==> config.mk <==
export PLATFORM = sky130hd
export DESIGN_NAME = properties_line_parser
export DESIGN_NICKNAME = d
export VERILOG_FILES = /design/src/plp_pkg.sv /design/src/properties_line_parser.sv /design/src/plp_ctrl.sv /design/src/plp_dp.sv
export SDC_FILE = /design/constraint.sdc
export NUM_CORES = 1
export LEC_CHECK = 0
export ABC_AREA = 1
export ABC_CLOCK_PERIOD_IN_PS = 7400
export BUFFER_PORTS_ARGS = -buffer_cell sky130_fd_sc_hd__buf_4
export CORE_ASPECT_RATIO = 2
export CORE_MARGIN = 3
export CORE_UTILIZATION = 50
export CTS_CLUSTER_DIAMETER = 80
export DETAILED_ROUTE_END_ITERATION = 10
export HOLD_SLACK_MARGIN = 0.12
export PLACE_DENSITY = 0.67
export SLEW_MARGIN = 20
export SYNTH_ARGS = -nofsm -noshare
export SYNTH_HDL_FRONTEND = slang
export SYNTH_HIERARCHICAL = 1
export SYNTH_SLANG_ARGS = --single-unit
==> constraint.sdc <==
create_clock -name i_clk -period 7.4 [get_ports i_clk]
set_input_delay 0 -clock i_clk [delete_from_list [all_inputs] [get_ports i_clk]]
set_output_delay 0 -clock i_clk [all_outputs]
set_load 0.01 [all_outputs]
==> src/plp_pkg.sv <==
`default_nettype none
package plp_pkg;

    // Default depth of the trailing whitespace buffer
    localparam int PENDING_DEPTH_DEF = 16;

    // Characters with a meaning of their own on a properties line
    localparam logic [7:0] CH_NUL    = 8'h00;
    localparam logic [7:0] CH_TAB    = 8'h09;
    localparam logic [7:0] CH_LF     = 8'h0A;
    localparam logic [7:0] CH_CR     = 8'h0D;
    localparam logic [7:0] CH_SPACE  = 8'h20;
    localparam logic [7:0] CH_BANG   = 8'h21;
    localparam logic [7:0] CH_HASH   = 8'h23;
    localparam logic [7:0] CH_COLON  = 8'h3A;
    localparam logic [7:0] CH_EQ     = 8'h3D;
    localparam logic [7:0] CH_BSLASH = 8'h5C;

    // What one accepted item asks for on the output side
    typedef enum logic [1:0] {
        ACT_NONE,
        ACT_CHAR,
        ACT_EOL
    } t_plp_act;

    // Controller to datapath
    typedef struct packed {
        logic accept;
        logic ld_flush;
        logic ld_char;
        logic ld_eol;
    } t_plp_cmd;

    // Datapath to controller
    typedef struct packed {
        t_plp_act act;
        logic     flush_req;
        logic     flush_last;
        logic     slot_free;
    } t_plp_sts;

endpackage
`default_nettype wire

==> src/properties_line_parser.sv <==
`default_nettype none
// Properties line parser. Each input transfer carries one character of a line in
// s_axis_tdata, or closes the line when s_axis_tlast is high. Key and value characters
// come out trimmed and tagged (tuser[0] high for the value), and each line ends with one
// result with tuser[1] high whose tdata[8] is 1 for a comment line. Trailing blanks wait
// in a buffer of PENDING_DEPTH entries and are replayed ahead of the next non-blank
// character of the same field; blanks that find the buffer full are lost and tdata[9] is
// set for the rest of the line. An item that yields no result leaves the input ready;
// one that yields a character holds input off while its buffered blanks are replayed,
// one per cycle from the buffer's single read port while the output takes them, and
// the character is sent; a line end holds input off until its result is loaded.
module properties_line_parser
    import plp_pkg::*;
#(
    parameter int PENDING_DEPTH = PENDING_DEPTH_DEF
) (
    input  wire logic        i_clk,
    input  wire logic        i_rst_n,
    input  wire logic        s_axis_tvalid,
    output logic             s_axis_tready,
    input  wire logic [7:0]  s_axis_tdata,   // [7:0] ch
    input  wire logic        s_axis_tlast,   // line_end
    output logic             m_axis_tvalid,
    input  wire logic        m_axis_tready,
    output logic [15:0]      m_axis_tdata,   // [7:0] out_char, [8] line_status, [9] overflow
    output logic [1:0]       m_axis_tuser,   // [0] in_value, [1] is_line_end
    output logic             m_axis_tlast    // last
);

    t_plp_cmd   cmd;
    t_plp_sts   sts;
    logic [7:0] out_char;
    logic       in_value, is_line_end, line_status, overflow;

    plp_ctrl u_ctrl (
        .i_clk      (i_clk),
        .i_rst_n    (i_rst_n),
        .i_in_valid (s_axis_tvalid),
        .o_in_ready (s_axis_tready),
        .i_sts      (sts),
        .o_cmd      (cmd)
    );

    plp_dp #(
        .PENDING_DEPTH (PENDING_DEPTH)
    ) u_dp (
        .i_clk         (i_clk),
        .i_rst_n       (i_rst_n),
        .i_ch          (s_axis_tdata),
        .i_line_end    (s_axis_tlast),
        .i_cmd         (cmd),
        .o_sts         (sts),
        .i_out_ready   (m_axis_tready),
        .o_out_valid   (m_axis_tvalid),
        .o_out_char    (out_char),
        .o_in_value    (in_value),
        .o_is_line_end (is_line_end),
        .o_line_status (line_status),
        .o_overflow    (overflow),
        .o_last        (m_axis_tlast)
    );

    assign m_axis_tdata = {6'b0, overflow, line_status, out_char};
    assign m_axis_tuser = {is_line_end, in_value};

endmodule
`default_nettype wire

==> src/plp_ctrl.sv <==
`default_nettype none
module plp_ctrl
    import plp_pkg::*;
(
    input  wire logic     i_clk,
    input  wire logic     i_rst_n,
    input  wire logic     i_in_valid,
    output logic          o_in_ready,
    input  wire t_plp_sts i_sts,
    output t_plp_cmd      o_cmd
);

    typedef enum logic [1:0] {
        S_IDLE,
        S_FLUSH,
        S_CHAR,
        S_EOL
    } t_state;

    t_state r_state, n_state;
    logic   r_ready;

    assign o_in_ready = r_ready;

    // Sequencing: take an item, then flush buffered blanks and send the character, or send the line end
    always_comb begin
        o_cmd        = '0;
        o_cmd.accept = i_in_valid & r_ready;
        n_state      = r_state;
        unique case (r_state)
            S_IDLE: begin
                if (o_cmd.accept) begin
                    unique case (i_sts.act)
                        ACT_CHAR: n_state = i_sts.flush_req ? S_FLUSH : S_CHAR;
                        ACT_EOL:  n_state = S_EOL;
                        default:  n_state = S_IDLE;
                    endcase
                end
            end
            S_FLUSH: begin
                if (i_sts.slot_free) begin
                    o_cmd.ld_flush = 1'b1;
                    if (i_sts.flush_last) begin
                        n_state = S_CHAR;
                    end
                end
            end
            S_CHAR: begin
                if (i_sts.slot_free) begin
                    o_cmd.ld_char = 1'b1;
                    n_state       = S_IDLE;
                end
            end
            S_EOL: begin
                if (i_sts.slot_free) begin
                    o_cmd.ld_eol = 1'b1;
                    n_state      = S_IDLE;
                end
            end
            default: n_state = S_IDLE;
        endcase
    end

    always_ff @(posedge i_clk) begin
        if (!i_rst_n) begin
            r_state <= S_IDLE;
            r_ready <= 1'b0;
        end else begin
            r_state <= n_state;
            r_ready <= (n_state == S_IDLE);
        end
    end

endmodule
`default_nettype wire

==> src/plp_dp.sv <==
`default_nettype none
module plp_dp
    import plp_pkg::*;
#(
    parameter int PENDING_DEPTH = PENDING_DEPTH_DEF
) (
    input  wire logic       i_clk,
    input  wire logic       i_rst_n,
    input  wire logic [7:0] i_ch,
    input  wire logic       i_line_end,
    input  wire t_plp_cmd   i_cmd,
    output t_plp_sts        o_sts,
    input  wire logic       i_out_ready,
    output logic            o_out_valid,
    output logic [7:0]      o_out_char,
    output logic            o_in_value,
    output logic            o_is_line_end,
    output logic            o_line_status,
    output logic            o_overflow,
    output logic            o_last
);

    localparam int CNT_W = $clog2(PENDING_DEPTH + 1);
    localparam int IDX_W = (PENDING_DEPTH > 1) ? $clog2(PENDING_DEPTH) : 1;

    typedef enum logic [1:0] {
        PH_BEFORE,
        PH_KEY,
        PH_VALUE,
        PH_COMMENT
    } t_phase;

    // Line state
    t_phase           r_phase, n_phase;
    logic             r_esc, n_esc;
    logic             r_fs, n_fs;
    logic             r_ns, n_ns;
    logic [CNT_W-1:0] r_cnt, n_cnt;
    logic             r_ovf, n_ovf;
    logic [1:0]       r_len, n_len;
    logic             r_first_lf, n_first_lf;

    // Item result held for the output sequence
    logic [7:0]       r_char;
    logic             r_res_val;
    logic             r_res_ovf;
    logic             r_status;
    logic [CNT_W-1:0] r_flush_cnt;

    // Whitespace buffer and flush pointer
    logic [7:0]       r_mem [PENDING_DEPTH];
    logic [7:0]       r_rd_data;
    logic [IDX_W-1:0] r_idx, n_idx;
    logic             flush_last;

    // Output register
    logic             r_out_valid;
    logic [7:0]       r_out_char;
    logic             r_out_val, r_out_eol, r_out_status, r_out_ovf, r_out_last;
    logic             slot_free;

    t_plp_act         act;
    logic             do_store, wr_en, is_ws, is_sep, is_cmt, eol_status;

    assign is_ws  = (i_ch == CH_SPACE) || ((i_ch >= CH_TAB) && (i_ch <= CH_CR));
    assign is_sep = (i_ch == CH_EQ) || (i_ch == CH_COLON);
    assign is_cmt = (i_ch == CH_HASH) || (i_ch == CH_BANG);
    assign eol_status = (r_phase == PH_COMMENT) || ((r_len == 2'd1) && r_first_lf);

    // Outcome of the item on the input port
    always_comb begin
        n_phase    = r_phase;
        n_esc      = r_esc;
        n_fs       = r_fs;
        n_ns       = r_ns;
        n_cnt      = r_cnt;
        n_ovf      = r_ovf;
        n_len      = r_len;
        n_first_lf = r_first_lf;
        act        = ACT_NONE;
        do_store   = 1'b0;
        wr_en      = 1'b0;
        if (i_line_end) begin
            act        = ACT_EOL;
            n_phase    = PH_BEFORE;
            n_esc      = 1'b0;
            n_fs       = 1'b0;
            n_ns       = 1'b0;
            n_cnt      = '0;
            n_ovf      = 1'b0;
            n_len      = 2'd0;
            n_first_lf = 1'b0;
        end else if (i_ch != CH_NUL) begin
            if (r_len == 2'd0) begin
                n_first_lf = (i_ch == CH_LF);
            end
            if (r_len != 2'd2) begin
                n_len = r_len + 2'd1;
            end
            if ((r_phase != PH_COMMENT) &&
                !((r_phase == PH_BEFORE) && ((i_ch == CH_SPACE) || (i_ch == CH_TAB)))) begin
                if (r_phase == PH_BEFORE) begin
                    n_phase = PH_KEY;
                end
                if (is_sep || is_cmt) begin
                    if (r_esc) begin
                        do_store = 1'b1;
                        n_esc    = 1'b0;
                    end else if (is_cmt) begin
                        if (!r_fs) begin
                            n_phase = PH_COMMENT;
                        end else begin
                            do_store = 1'b1;
                        end
                    end else if (r_phase == PH_VALUE) begin
                        do_store = 1'b1;
                    end else begin
                        n_phase = PH_VALUE;
                    end
                end else if (i_ch == CH_BSLASH) begin
                    if (r_esc) begin
                        do_store = 1'b1;
                        n_esc    = 1'b0;
                    end else begin
                        n_esc = 1'b1;
                    end
                end else begin
                    n_esc    = 1'b0;
                    do_store = 1'b1;
                end
            end
            // Separator starts the value field afresh
            if (!do_store && is_sep && !r_esc && (r_phase != PH_COMMENT) &&
                (r_phase != PH_VALUE) && (n_phase == PH_VALUE)) begin
                n_fs  = 1'b0;
                n_ns  = 1'b0;
                n_cnt = '0;
            end
            if (do_store) begin
                n_fs = 1'b1;
                if (is_ws) begin
                    if (r_ns) begin
                        if (r_cnt < CNT_W'(PENDING_DEPTH)) begin
                            wr_en = 1'b1;
                            n_cnt = r_cnt + 1'b1;
                        end else begin
                            n_ovf = 1'b1;
                        end
                    end
                end else begin
                    act   = ACT_CHAR;
                    n_cnt = '0;
                    n_ns  = 1'b1;
                end
            end
        end
    end

    assign slot_free  = !r_out_valid || i_out_ready;
    assign flush_last = ((CNT_W'(r_idx) + 1'b1) == r_flush_cnt);

    always_comb begin
        n_idx = r_idx;
        if (i_cmd.ld_flush) begin
            n_idx = flush_last ? '0 : r_idx + 1'b1;
        end
    end

    assign o_sts.act        = act;
    assign o_sts.flush_req  = (act == ACT_CHAR) && (r_cnt != '0);
    assign o_sts.flush_last = flush_last;
    assign o_sts.slot_free  = slot_free;

    // Line state registers
    always_ff @(posedge i_clk) begin
        if (!i_rst_n) begin
            r_phase    <= PH_BEFORE;
            r_esc      <= 1'b0;
            r_fs       <= 1'b0;
            r_ns       <= 1'b0;
            r_cnt      <= '0;
            r_ovf      <= 1'b0;
            r_len      <= 2'd0;
            r_first_lf <= 1'b0;
            r_idx      <= '0;
        end else begin
            r_idx <= n_idx;
            if (i_cmd.accept) begin
                r_phase    <= n_phase;
                r_esc      <= n_esc;
                r_fs       <= n_fs;
                r_ns       <= n_ns;
                r_cnt      <= n_cnt;
                r_ovf      <= n_ovf;
                r_len      <= n_len;
                r_first_lf <= n_first_lf;
            end
        end
    end

    // Per-item result fields
    always_ff @(posedge i_clk) begin
        if (i_cmd.accept) begin
            r_char      <= i_ch;
            r_res_val   <= !i_line_end && (n_phase == PH_VALUE);
            r_res_ovf   <= i_line_end ? r_ovf : n_ovf;
            r_status    <= eol_status;
            r_flush_cnt <= r_cnt;
        end
    end

    // Whitespace buffer, registered read at the flush pointer
    always_ff @(posedge i_clk) begin
        if (i_cmd.accept && wr_en) begin
            r_mem[r_cnt[IDX_W-1:0]] <= i_ch;
        end
        r_rd_data <= r_mem[n_idx];
    end

    // Output register
    always_ff @(posedge i_clk) begin
        if (!i_rst_n) begin
            r_out_valid <= 1'b0;
        end else if (i_cmd.ld_flush || i_cmd.ld_char || i_cmd.ld_eol) begin
            r_out_valid <= 1'b1;
        end else if (i_out_ready) begin
            r_out_valid <= 1'b0;
        end
    end

    always_ff @(posedge i_clk) begin
        if (i_cmd.ld_flush) begin
            r_out_char   <= r_rd_data;
            r_out_val    <= r_res_val;
            r_out_eol    <= 1'b0;
            r_out_status <= 1'b0;
            r_out_ovf    <= r_res_ovf;
            r_out_last   <= 1'b0;
        end else if (i_cmd.ld_char) begin
            r_out_char   <= r_char;
            r_out_val    <= r_res_val;
            r_out_eol    <= 1'b0;
            r_out_status <= 1'b0;
            r_out_ovf    <= r_res_ovf;
            r_out_last   <= 1'b1;
        end else if (i_cmd.ld_eol) begin
            r_out_char   <= CH_NUL;
            r_out_val    <= 1'b0;
            r_out_eol    <= 1'b1;
            r_out_status <= r_status;
            r_out_ovf    <= r_res_ovf;
            r_out_last   <= 1'b1;
        end
    end

    assign o_out_valid   = r_out_valid;
    assign o_out_char    = r_out_char;
    assign o_in_value    = r_out_val;
    assign o_is_line_end = r_out_eol;
    assign o_line_status = r_out_status;
    assign o_overflow    = r_out_ovf;
    assign o_last        = r_out_last;

endmodule
`default_nettype wire

==> flow_results.org, run 1 <==
** Synth
- Fraction of the mapped netlist area in adder cells :: 0.0142
- sky130_fd_sc_hd__edfxtp_1 takes more of the synthesized area than any other cell.
- Of the total synthesized cell area, the portion taken by XOR and XNOR cells is 0.000995.
- Compound-gate portion of the synthesized area :: 0.0317
- In this run the cell area of the synthesized design comes to approximately 0.009 mm^2.
- Counting flops and latches in the post-synthesis netlist gives around 190.
- For this run, the number of Yosys warnings is 6.
- Most area-consuming cells after synthesis :: sky130_fd_sc_hd__edfxtp_1 53%, sky130_fd_sc_hd__nand3_1 10%, sky130_fd_sc_hd__nand2_1 7.7%, sky130_fd_sc_hd__dfxtp_1 7.5%, sky130_fd_sc_hd__inv_1 6.1%
- The most used flip-flop cell after synthesis is sky130_fd_sc_hd__edfxtp_1.
- The portion of synthesized area spent on multiplexers is 0.
- After synthesis, the mean cell area works out to 9.61 um^2.
- Area share of the largest cell type after synthesis :: 0.525
- Post-synth EDFFs :: about 150
- Synthesis produced a netlist whose cell count is 916.
- Post-synthesis sequential area ratio :: 0.600
- Async set-or-reset flop fraction in the synthesized netlist :: 0
- Number of unique standard cell types used by synthesis :: 39
- Largest family of logic cells by synthesized area :: simple AND/OR/NAND/NOR gates
- Of the total synthesized cell area, the portion taken by AND, OR, NAND and NOR gates is 0.252.

** Power and ir drop
- Of the total power, the share spent switching nets is 0.224.
- Pint :: between 1.5 and 2 mW
- For this design the ratio of total power to cell area is 222 mW/mm^2.
- In this run the power spent charging and discharging nets is around 0.48 mW.
- Reg power frac :: 0.541
- The share of total power dissipated in the clock network is 0.396.
- Summing internal, switching and leakage power gives roughly 2.2 mW.
- Combinational cell fraction of total power :: 0.063
- Maximum VDD drop :: about 150 uV
- For this design the static power due to leakage is approximately 4.0 nW.

** Clock network
- Buffers added to address setup during post-CTS repair amount to 0.
- Clock-pin slew was measured on the worst setup and hold paths at 0.07 ns.
- In this run the number of H-tree levels came out at 4.
- The clock passes through at most 2 buffers.
- Clock tree from TritonCTS :: yes
- Insertion delay to the later sink of the worst-skew pair :: around 0.43 ns
- Counting the buffers created by CTS gives 17.
- Number of sinks driven by the clock tree :: 187
- Buffers inserted to repair hold after CTS numbered 12.
- Once the clock tree was built, the resizer swapped 0 gates to a different size.
- Root Buffer :: sky130_fd_sc_hd__clkbuf_16

** Drt
- After detailed routing, the average wire length per cell comes to approximately 18 um.
- After detailed routing, the number of remaining DRC violations is 0.
- Before antenna repair, the detailed router went through 5 iterations.
- Antenna Violating Nets Remaining :: 0
- The final route contains 6212 vias.
- Wire length reported by the detailed router :: 21300 um
- In this run, the number of DRC markers left after iteration 0 of detailed routing was 575.
- Using the TritonRoute via totals, the vias-per-cell ratio works out to roughly 5.3.

** STA
- For the finished layout, the period the worst path requires is between 3 and 4 ns.
- Setup slack on the critical path of the routed design comes to 3.51 ns.
- The hold violation count in the final report was 0.
- Period Utilization, post-route :: 0.525
- For this run, the top clock speed supported by timing is ~260 MHz.
- Worst Hold Margin :: roughly 0.17 ns
- Setup violations remaining at the end of the flow were counted as 0.
- Summed over all failing endpoints, the final setup total negative slack is 0 ns.
- In this run the tightest slew margin relative to its limit is 0.282.
- Setup repair after global routing missed its margin :: no
- The clock arrives with approximately 0.011 ns of skew.
- Slew at the pin closest to its max-slew limit :: between 1 and 1.5 ns
- Number of max-slew violations in the final report :: 0

** Global route
- Largest net degree at the start of global routing :: 67
- For this run, the total global-route usage over all layers was measured as 0.231.
- Wire length of the first global-routing pass :: 33600 um
- Number of global-route vias before repair :: about 6300
- The initial antenna violation count was 0.
- Residual overflow from global routing :: 0

** Place
- Port Buffers :: 27
- Inst Count DP :: around 1100
- Pre-CTS worst setup slack :: about 3.6 ns
- Summing all placed instances gives a cell area of between 0.009 and 0.01 mm^2.
- Routability-driven placement finished with a final weighted congestion of just over 0.9.
- The wire-length estimate of the detail-placed layout is 14200 um.

** Final layout
- Leaving out fill and tap cells, the most frequent cell in the layout is sky130_fd_sc_hd__nand3_1.
- Layout area overhead :: 10.4%
- NumNets Final :: a little under 1000
- The number of antenna diodes in the final layout is 0.
- Commonest cells after routing, fill and taps aside :: 180 x sky130_fd_sc_hd__nand3_1, 179 x sky130_fd_sc_hd__nand2_1, 154 x sky130_fd_sc_hd__edfxtp_1, 144 x sky130_fd_sc_hd__inv_1, 43 x sky130_fd_sc_hd__nor2_1
- Core Util, Final :: 0.563
- Final non-filler cell area :: around 0.0097 mm^2
- Count of placed standard cells in the final layout, fillers left out :: between 1000 and 1500
- In the final layout, the share of cells above drive strength 1 is 0.103.

** Critical path
- The worst setup path is of the register to register kind.
- Kind of end point of the critical path :: register
- Data required time of the critical path :: roughly 7.7 ns
- Along the worst path, the maximum fanout reaches 66.
- Element type at the critical path start :: register
- Data on the critical path arrives at its endpoint at about 4.2 ns.

** Floorplanning
- The initial utilization of the core area, before any placement, comes to 0.510.
- The total area inside the core boundary comes to roughly 0.017 mm^2.
- I/O pin count :: 34
- After floorplanning, the core was divided into 68 placement rows.
- Measured along the y axis, the die boundary spans between 150 and 200 um.
- Die area :: 0.0193 mm^2
- From left edge to right edge, the die measures 99.8 um.

** Outcome
- The flow ran to the end, and the final reports show no timing, DRC or antenna violations.

** Min path
- The worst hold path belongs to the class input pin to register.

** Run
- Max-cap violations in this run came to 0.
==> cells by family (layout without fill, tap and decap cells) <==
logic type	Yosys count	count (layout)
buffers and inverters	199	230
DFF	187	187
xor gates and xnor gates	1	1
adders and majority gates	10	10
and+or+nand+nor	469	469
other	1	6
AOI/OAI and AO/OA	49	49
==> layer usage <==
metal | share of wire | track usage | vias up | wire (um)
li1 | - | - | 3066 | -
met2 | 0.56 | 0.419 | 154 | 11900
met1 | 0.35 | 0.245 | 2935 | 7400
met3 | 0.037 | 0.0356 | 57 | 784
met5 | 0 | 0 | - | 0
met4 | 0.058 | 0.135 | 0 | 1230
==> final cells by class <==
class,instances,area (um^2)
Fill cell,1543,7560
Multi-Input combinational cell,535,2670
Sequential cell,187,5290
Clock buffer,22,454
Timing Repair Buffer,48,390
Inverter,150,564
Clock inverter,10,88.8
Tap cell,210,263
==> power by group through the flow <==
stage | sequential (mW) | clock (mW) | combinational (mW)
CTS | 1.16 | 0.869 | 0.137
floorplan | 1.19 | 0 | 0.0845
global placement | 1.19 | 0 | 0.131
detailed placement | 1.19 | 0 | 0.132
global route | 1.17 | 0.910 | 0.153
finish | 1.17 | 0.853 | 0.136
==> cells in the mapped netlist, types with 2 or more instances <==
cell / number
sky130_fd_sc_hd__buf_2: 14
sky130_fd_sc_hd__nor3_1: 11
sky130_fd_sc_hd__inv_1: 144
sky130_fd_sc_hd__buf_6: 7
sky130_fd_sc_hd__nand3b_1: 22
sky130_fd_sc_hd__nand2_2: 6
sky130_fd_sc_hd__or2_2: 2
sky130_fd_sc_hd__edfxtp_1: 154
sky130_fd_sc_hd__o21ai_2: 2
sky130_fd_sc_hd__a21oi_1: 23
sky130_fd_sc_hd__nand4_1: 10
sky130_fd_sc_hd__nor2_1: 43
sky130_fd_sc_hd__dfxtp_1: 33
sky130_fd_sc_hd__nand2_1: 180
sky130_fd_sc_hd__buf_1: 2
sky130_fd_sc_hd__clkbuf_1: 10
sky130_fd_sc_hd__o21ai_0: 18
sky130_fd_sc_hd__nor3_2: 6
sky130_fd_sc_hd__buf_4: 16
sky130_fd_sc_hd__ha_1: 10
sky130_fd_sc_hd__nand3_1: 180
sky130_fd_sc_hd__inv_2: 4
sky130_fd_sc_hd__nor2_2: 3
==> final timing paths <==
| kind | startpoint | end | slack, ns | depth (start not counted) |
|---|---|---|---|---|
| max | u_dp/o_out_valid$_SDFFE_PN0P_ | u_dp/r_rd_data[0]$_DFF_P_ | 3.51 | 14 |
| min | s_axis_tvalid | u_dp/r_res_ovf$_DFFE_PP_ | 0.17 | 4 |
| max reg2reg | u_dp/o_out_valid$_SDFFE_PN0P_ | u_dp/r_rd_data[0]$_DFF_P_ | 3.51 | 14 |
| min reg2reg | u_dp/r_res_ovf$_DFFE_PP_ | u_dp/o_overflow$_DFFE_PP_ | 0.42 | 0 |
==> worst max-delay path, cell delays in order (launching register included) <==
cell and delay [ns]:
sky130_fd_sc_hd__dfxtp_1 0.31, sky130_fd_sc_hd__nand2_1 0.12, sky130_fd_sc_hd__nand2_1 0.08, sky130_fd_sc_hd__nor2_1 0.67, sky130_fd_sc_hd__inv_1 0.44, sky130_fd_sc_hd__nor2_1 0.22
sky130_fd_sc_hd__nand2_2 0.06, sky130_fd_sc_hd__buf_4 0.33, sky130_fd_sc_hd__nand2_2 0.37, sky130_fd_sc_hd__buf_4 0.52, sky130_fd_sc_hd__nand2_1 0.10, sky130_fd_sc_hd__nand3_1 0.10
sky130_fd_sc_hd__nand3_1 0.19, sky130_fd_sc_hd__nand3_1 0.17, sky130_fd_sc_hd__nand2_1 0.06
==> sequential cells by signal, indices dropped and copies added, names as in the netlist, 2 cells and up <==
register / flops
u_dp/r_flush_cnt: 5
u_ctrl/r_state: 2
u_dp/r_len: 2
u_dp/r_phase: 2
u_dp/r_rd_data: 8
u_dp/r_mem: 128
u_dp/r_cnt: 5
u_dp/r_char: 8
u_dp/r_idx: 4
u_dp/o_out_char: 8
Note: power is estimated with default switching activity, not from simulation.
==> inputs of run 2 (changes only) <==
- ABC_AREA: 1 -> 0
- ABC_CLOCK_PERIOD_IN_PS: 7400 -> 3250
- PLACE_DENSITY: 0.67 -> 0.69
- clock period: 7.4 -> 3.25 ns (I/O delays scaled with it)
==> run 2 against run 1 <==
Against the previous run: sequential cell count unchanged; register-to-register slack worse by 3.3 ns; worst hold slack better by 0.12 ns; sequential share of layout area up 1.7 points; clock power up 140%; sequential power up 120%; cell count down 21%; wire length up 2.2%; largest cell class unchanged; setup slack worse by 3.3 ns; global-route usage up 0.84 points; die area down 4.4%; largest power group unchanged.
==> flow_results.org, run 2 <==
** Outcome
- The flow ran to the end, and the final reports show no timing, DRC or antenna violations.

** Drt
- First DRT Iteration DRCs :: 508 (-12%)
- Wire length reported by the detailed router :: 21800 um (+2.2%)
- The routed length per placed instance was 23.8 um (+30%).
- The total via count after detailed routing is 5814 (-6.4%).
- Number of design rule violations left after detail routing :: 0 (unchanged)
- The via-per-instance ratio came to 6.35 (+19%).
- The final antenna-violating net count came to 0 (unchanged).
- Number of detailed-routing iterations run before antenna repair :: 5 (unchanged)

** Place
- GPL Wtd Cong :: 0.925 (+1.2%)
- The pre-CTS setup slack is 0.195 ns (-3.44 ns).
- The placement-stage cell area was 0.00874 mm^2 (-3.5%).
- Port Buffers :: 27 (unchanged)
- The post-DP HPWL is 15300 um (+7.6%).
- The count of placed standard cells including taps came to 873 (-22%).

** Critical path
- Path depth of the worst reg2reg path :: 11 (-3)
- The largest fanout on the critical path came to 37 (-44%).
- Worst Path Arrival :: 3.34 ns (-0.87 ns)
- STA classifies the critical path endpoint as a register.
- Cell with the most instances on the worst path :: sky130_fd_sc_hd__buf_4
- Data required time of the critical path :: 3.54 ns (-4.18 ns)
- Worst setup slack for register-to-register paths :: 0.20 ns (-3.32 ns)
- The worst register-to-register path ends at u_dp/r_rd_data[6]$_DFF_P_.
- CP cell instances :: ha_1 > and4b_1 > o21ai_0 > a211o_1 > inv_1 > buf_4 > a2bb2oi_2 > buf_4 > a31oi_1 > a32oi_1 > o211ai_1
- The delay of the slowest critical-path stage came to 0.46 ns (-0.21 ns).
- The cell family contributing the most delay on the critical path is compound AO/OA/AOI/OAI gates.
- Element type at the critical path start :: register
- The worst path buffer plus inverter count came to 3 (unchanged).
- Setup CP Type :: register to register
- R2R Path Start :: u_dp/r_idx[0]$_SDFF_PN0_
- Slowest stage cell, crit path :: sky130_fd_sc_hd__dfxtp_1

** Clock network
- The CTS H-tree depth came to 4 (unchanged).
- Clock buffer depth :: 2 (unchanged)
- The number of clock sinks was 187 (unchanged).
- Root Buffer :: sky130_fd_sc_hd__clkbuf_16
- The number of CTS-inserted buffers was 17 (unchanged).
- TritonCTS built the clock tree.
- The clock transition at the register clock pins on the worst setup and hold paths after CTS was 0.07 ns (about the same).
- The clock insertion delay at the later pin of the skew report was 0.43 ns (about the same).

** Synth
- Library cell with the highest instance count after synthesis :: sky130_fd_sc_hd__edfxtp_1
- The number of unique standard cell types used by synthesis is 73 (+87%).
- Most area-consuming cells after synthesis :: sky130_fd_sc_hd__edfxtp_1 55%, sky130_fd_sc_hd__dfxtp_1 7.9%, sky130_fd_sc_hd__o211ai_1 3.8%, sky130_fd_sc_hd__a211o_1 2.6%, sky130_fd_sc_hd__a21oi_1 2.5%
- Post-synthesis sequential area ratio :: 0.630 (+0.0291)
- The async set-reset flop share out of synthesis is 0 (unchanged).
- Yosys Warn Count :: 6 (unchanged)
- The count of flip-flops with a built-in enable after synthesis came to 154 (unchanged).
- Area share of the largest cell type after synthesis :: 0.551 (+0.0254)
- Most used standard cells in the synthesized netlist :: 154 x sky130_fd_sc_hd__edfxtp_1, 56 x sky130_fd_sc_hd__nand2_1, 42 x sky130_fd_sc_hd__a21oi_1, 42 x sky130_fd_sc_hd__o211ai_1, 33 x sky130_fd_sc_hd__dfxtp_1
- Yosys top cell by area :: sky130_fd_sc_hd__edfxtp_1
- Gate Count Post-Synth :: 671 (-27%)
- The mean cell area of the mapped netlist came to 12.5 um^2 (+30%).
- The most used flip-flop cell after synthesis is sky130_fd_sc_hd__edfxtp_1.
- The number of storage elements in the synthesis netlist is 187 (unchanged).
- Synth Cell Area :: 0.00840 mm^2 (-4.6%)

** Min path
- The worst hold path terminates at u_dp/r_flush_cnt[3]$_DFFE_PP_.
- Beginning of the worst hold path :: s_axis_tvalid
- The tightest min-delay check is of the input pin to register type.
- Cells on Worst Hold Path :: 3 (-1)

** STA
- Crit path setup slack, layout :: 0.197 ns (-3.32 ns)
- Setup repair after global routing missed its margin :: no
- Worst Hold Margin :: 0.293 ns (+0.123 ns)
- Upper clock frequency limit :: 328 MHz (+27%)
- The clock skew was 0.0106 ns (+0.0000964 ns).
- Final setup violation count :: 0 (unchanged)
- Slew at the pin closest to its max-slew limit :: 0.829 ns (-0.241 ns)
- Number of max-slew violations in the final report :: 0 (unchanged)
- Final sum of negative setup slack :: 0 ns (unchanged)
- The headroom to the max-slew limit was 0.446 (+0.165).
- Period Utilization, post-route :: 0.939 (+0.414)
- The minimum clock period after layout came to 3.05 ns (-0.834 ns).
- Final Hold Vio Count :: 0 (unchanged)

** Floorplanning
- Die area :: 0.0185 mm^2 (-4.4%)
- The overall die height was 189 um (-2.3%).
- The total I/O pin count was 34 (unchanged).
- The core area came to 0.0164 mm^2 (-5.3%).
- The count of standard-cell rows came to 66 (-2.9%).
- Starting Density :: 0.513 (+0.00383)
- Die extent in x :: 97.6 um (-2.2%)

** Power and ir drop
- Switching pwr :: 1.06 mW (+120%)
- The switching power share of the total was 0.216 (-0.00881).
- Final Power :: 4.90 mW (+130%)
- Reg power frac :: 0.537 (-0.004)
- Share of total power in the clock network :: 0.409 (+0.013)
- Power per Cell Area :: 520 mW/mm^2 (+130%)
- The leakage component of the power was 3.40 nW (-15%).
- Maximum VDD drop :: 427 uV (+180%)
- Pint :: 3.85 mW (+130%)
- Combinational cell fraction of total power :: 0.054 (-0.009)

** Global route
- The global routing usage summed across all routing layers came to 0.239 (+0.00845).
- The wire length of the first global-routing pass came to 32900 um (-2.2%).
- Number of global-route vias before repair :: 5752 (-8.0%)
- The total congestion overflow after global routing came to 0 (unchanged).
- The maximum number of pins on one net before global-route repair came to 41 (-39%).
- The initial antenna violation count was 0 (unchanged).

** Final layout
- The library cells used most frequently in the layout, excluding fill and tap cells, are 154 x sky130_fd_sc_hd__edfxtp_1, 56 x sky130_fd_sc_hd__nand2_1, 46 x sky130_fd_sc_hd__buf_4, 42 x sky130_fd_sc_hd__a21oi_1, 42 x sky130_fd_sc_hd__o211ai_1.
- The sequential cell area was 0.00529 mm^2 (unchanged).
- The total of fill cells in the finished design came to 1351 (-12%).
- The final design instance area without fill came to 0.00942 mm^2 (-3.0%).
- The post-route non-filler standard cell count was 916 (-21%).
- The final core utilization is 0.576 (+0.0139).
- Relative to the synthesized area, the layout overhead comes to 12.3%.
- Leaving out fill and tap cells, the most frequent cell in the layout is sky130_fd_sc_hd__edfxtp_1.
- Total area of multi-input combinational cells :: 0.00277 mm^2 (+3.6%)
- The net total in the final layout is 722 (-25%).
- The flip-flop count of the largest register after layout is 128 (unchanged).
- The total inserted antenna cells came to 0 (unchanged).
- The ratio of cells with drive above 1 in the final layout is 0.140 (+0.0375).

** Run
- The number of max-cap violations came to 0 (unchanged).
[run 2: routing by layer]
| layer | track usage | up-vias | routed length [um] |
|---|---|---|---|
| li1 | - | 2629 | - |
| met1 | 0.239 | 2890 | 7300 |
| met2 | 0.443 | 220 | 12100 |
| met3 | 0.0361 | 75 | 858 |
| met4 | 0.168 | 0 | 1490 |
| met5 | 0 | - | 0 |
[run 2: final cells by class]
type                    count  share of cell area
inverters                  23             0.00916
repair buffers             57              0.0483
flip-flops and latches    187               0.561
clock buffers              18              0.0455
multi-input cells         413               0.294
clock inverters            14              0.0155
well taps                 204              0.0271
[run 2: cell families after synthesis]
kind of cell               count (synthesis)  share of synthesized area
and+or+nand+nor                          169                      0.106
DFF                                      187                      0.630
muxes                                     12                     0.0155
buffers and inverters                     76                     0.0452
xor gates and xnor gates                   5                    0.00522
other                                      1                   0.000447
adders and majority gates                 10                     0.0149
AOI/OAI and AO/OA                        211                      0.184
[run 2: worst reg2reg max path: stages, from the launching register on]
cell                        delay [ns]
sky130_fd_sc_hd__dfxtp_1          0.46
sky130_fd_sc_hd__ha_1             0.32
sky130_fd_sc_hd__and4b_1          0.22
sky130_fd_sc_hd__o21ai_0          0.08
sky130_fd_sc_hd__a211o_1          0.28
sky130_fd_sc_hd__inv_1            0.12
sky130_fd_sc_hd__buf_4            0.35
sky130_fd_sc_hd__a2bb2oi_2        0.17
sky130_fd_sc_hd__buf_4            0.35
sky130_fd_sc_hd__a31oi_1          0.17
sky130_fd_sc_hd__a32oi_1          0.24
sky130_fd_sc_hd__o211ai_1         0.15
[run 2: how the worst max path moves through the flow]
stage | slack [ns] | cells past startpoint | startpoint | endpoint
2_1_floorplan | 0.35 | 6 | u_ctrl/o_in_ready$_SDFF_PN0_ | u_dp/r_mem[12][0]$_DFFE_PP_
3_3_place_gp | 0.36 | 10 | u_dp/r_idx[0]$_SDFF_PN0_ | u_dp/r_rd_data[7]$_DFF_P_
3_5_place_dp | 0.20 | 10 | u_dp/r_idx[0]$_SDFF_PN0_ | u_dp/r_rd_data[1]$_DFF_P_
4_1_cts | 0.18 | 10 | u_dp/r_idx[0]$_SDFF_PN0_ | u_dp/r_rd_data[6]$_DFF_P_
5_1_grt | 0.03 | 11 | u_dp/r_idx[0]$_SDFF_PN0_ | u_dp/r_rd_data[6]$_DFF_P_
6_report | 0.20 | 11 | u_dp/r_idx[0]$_SDFF_PN0_ | u_dp/r_rd_data[6]$_DFF_P_
[run 2: what timing repair did]
item | 4_1_cts | 5_1_grt
resized for setup | 0 | 1
hold buffers | 11 | 0
setup endpoints to repair | 0 | 3
hold endpoints to repair | 115 | 0
buffers inserted | 0 | 0
[run 2: power groups by stage]
stage	sequential, mW	combinational (mW)	clock, mW
floorplan	2.69	0.141	0
global placement	2.69	0.247	0
detailed placement	2.69	0.253	0
CTS	2.63	0.264	2.03
global route	2.63	0.284	2.13
finish	2.63	0.264	2.01
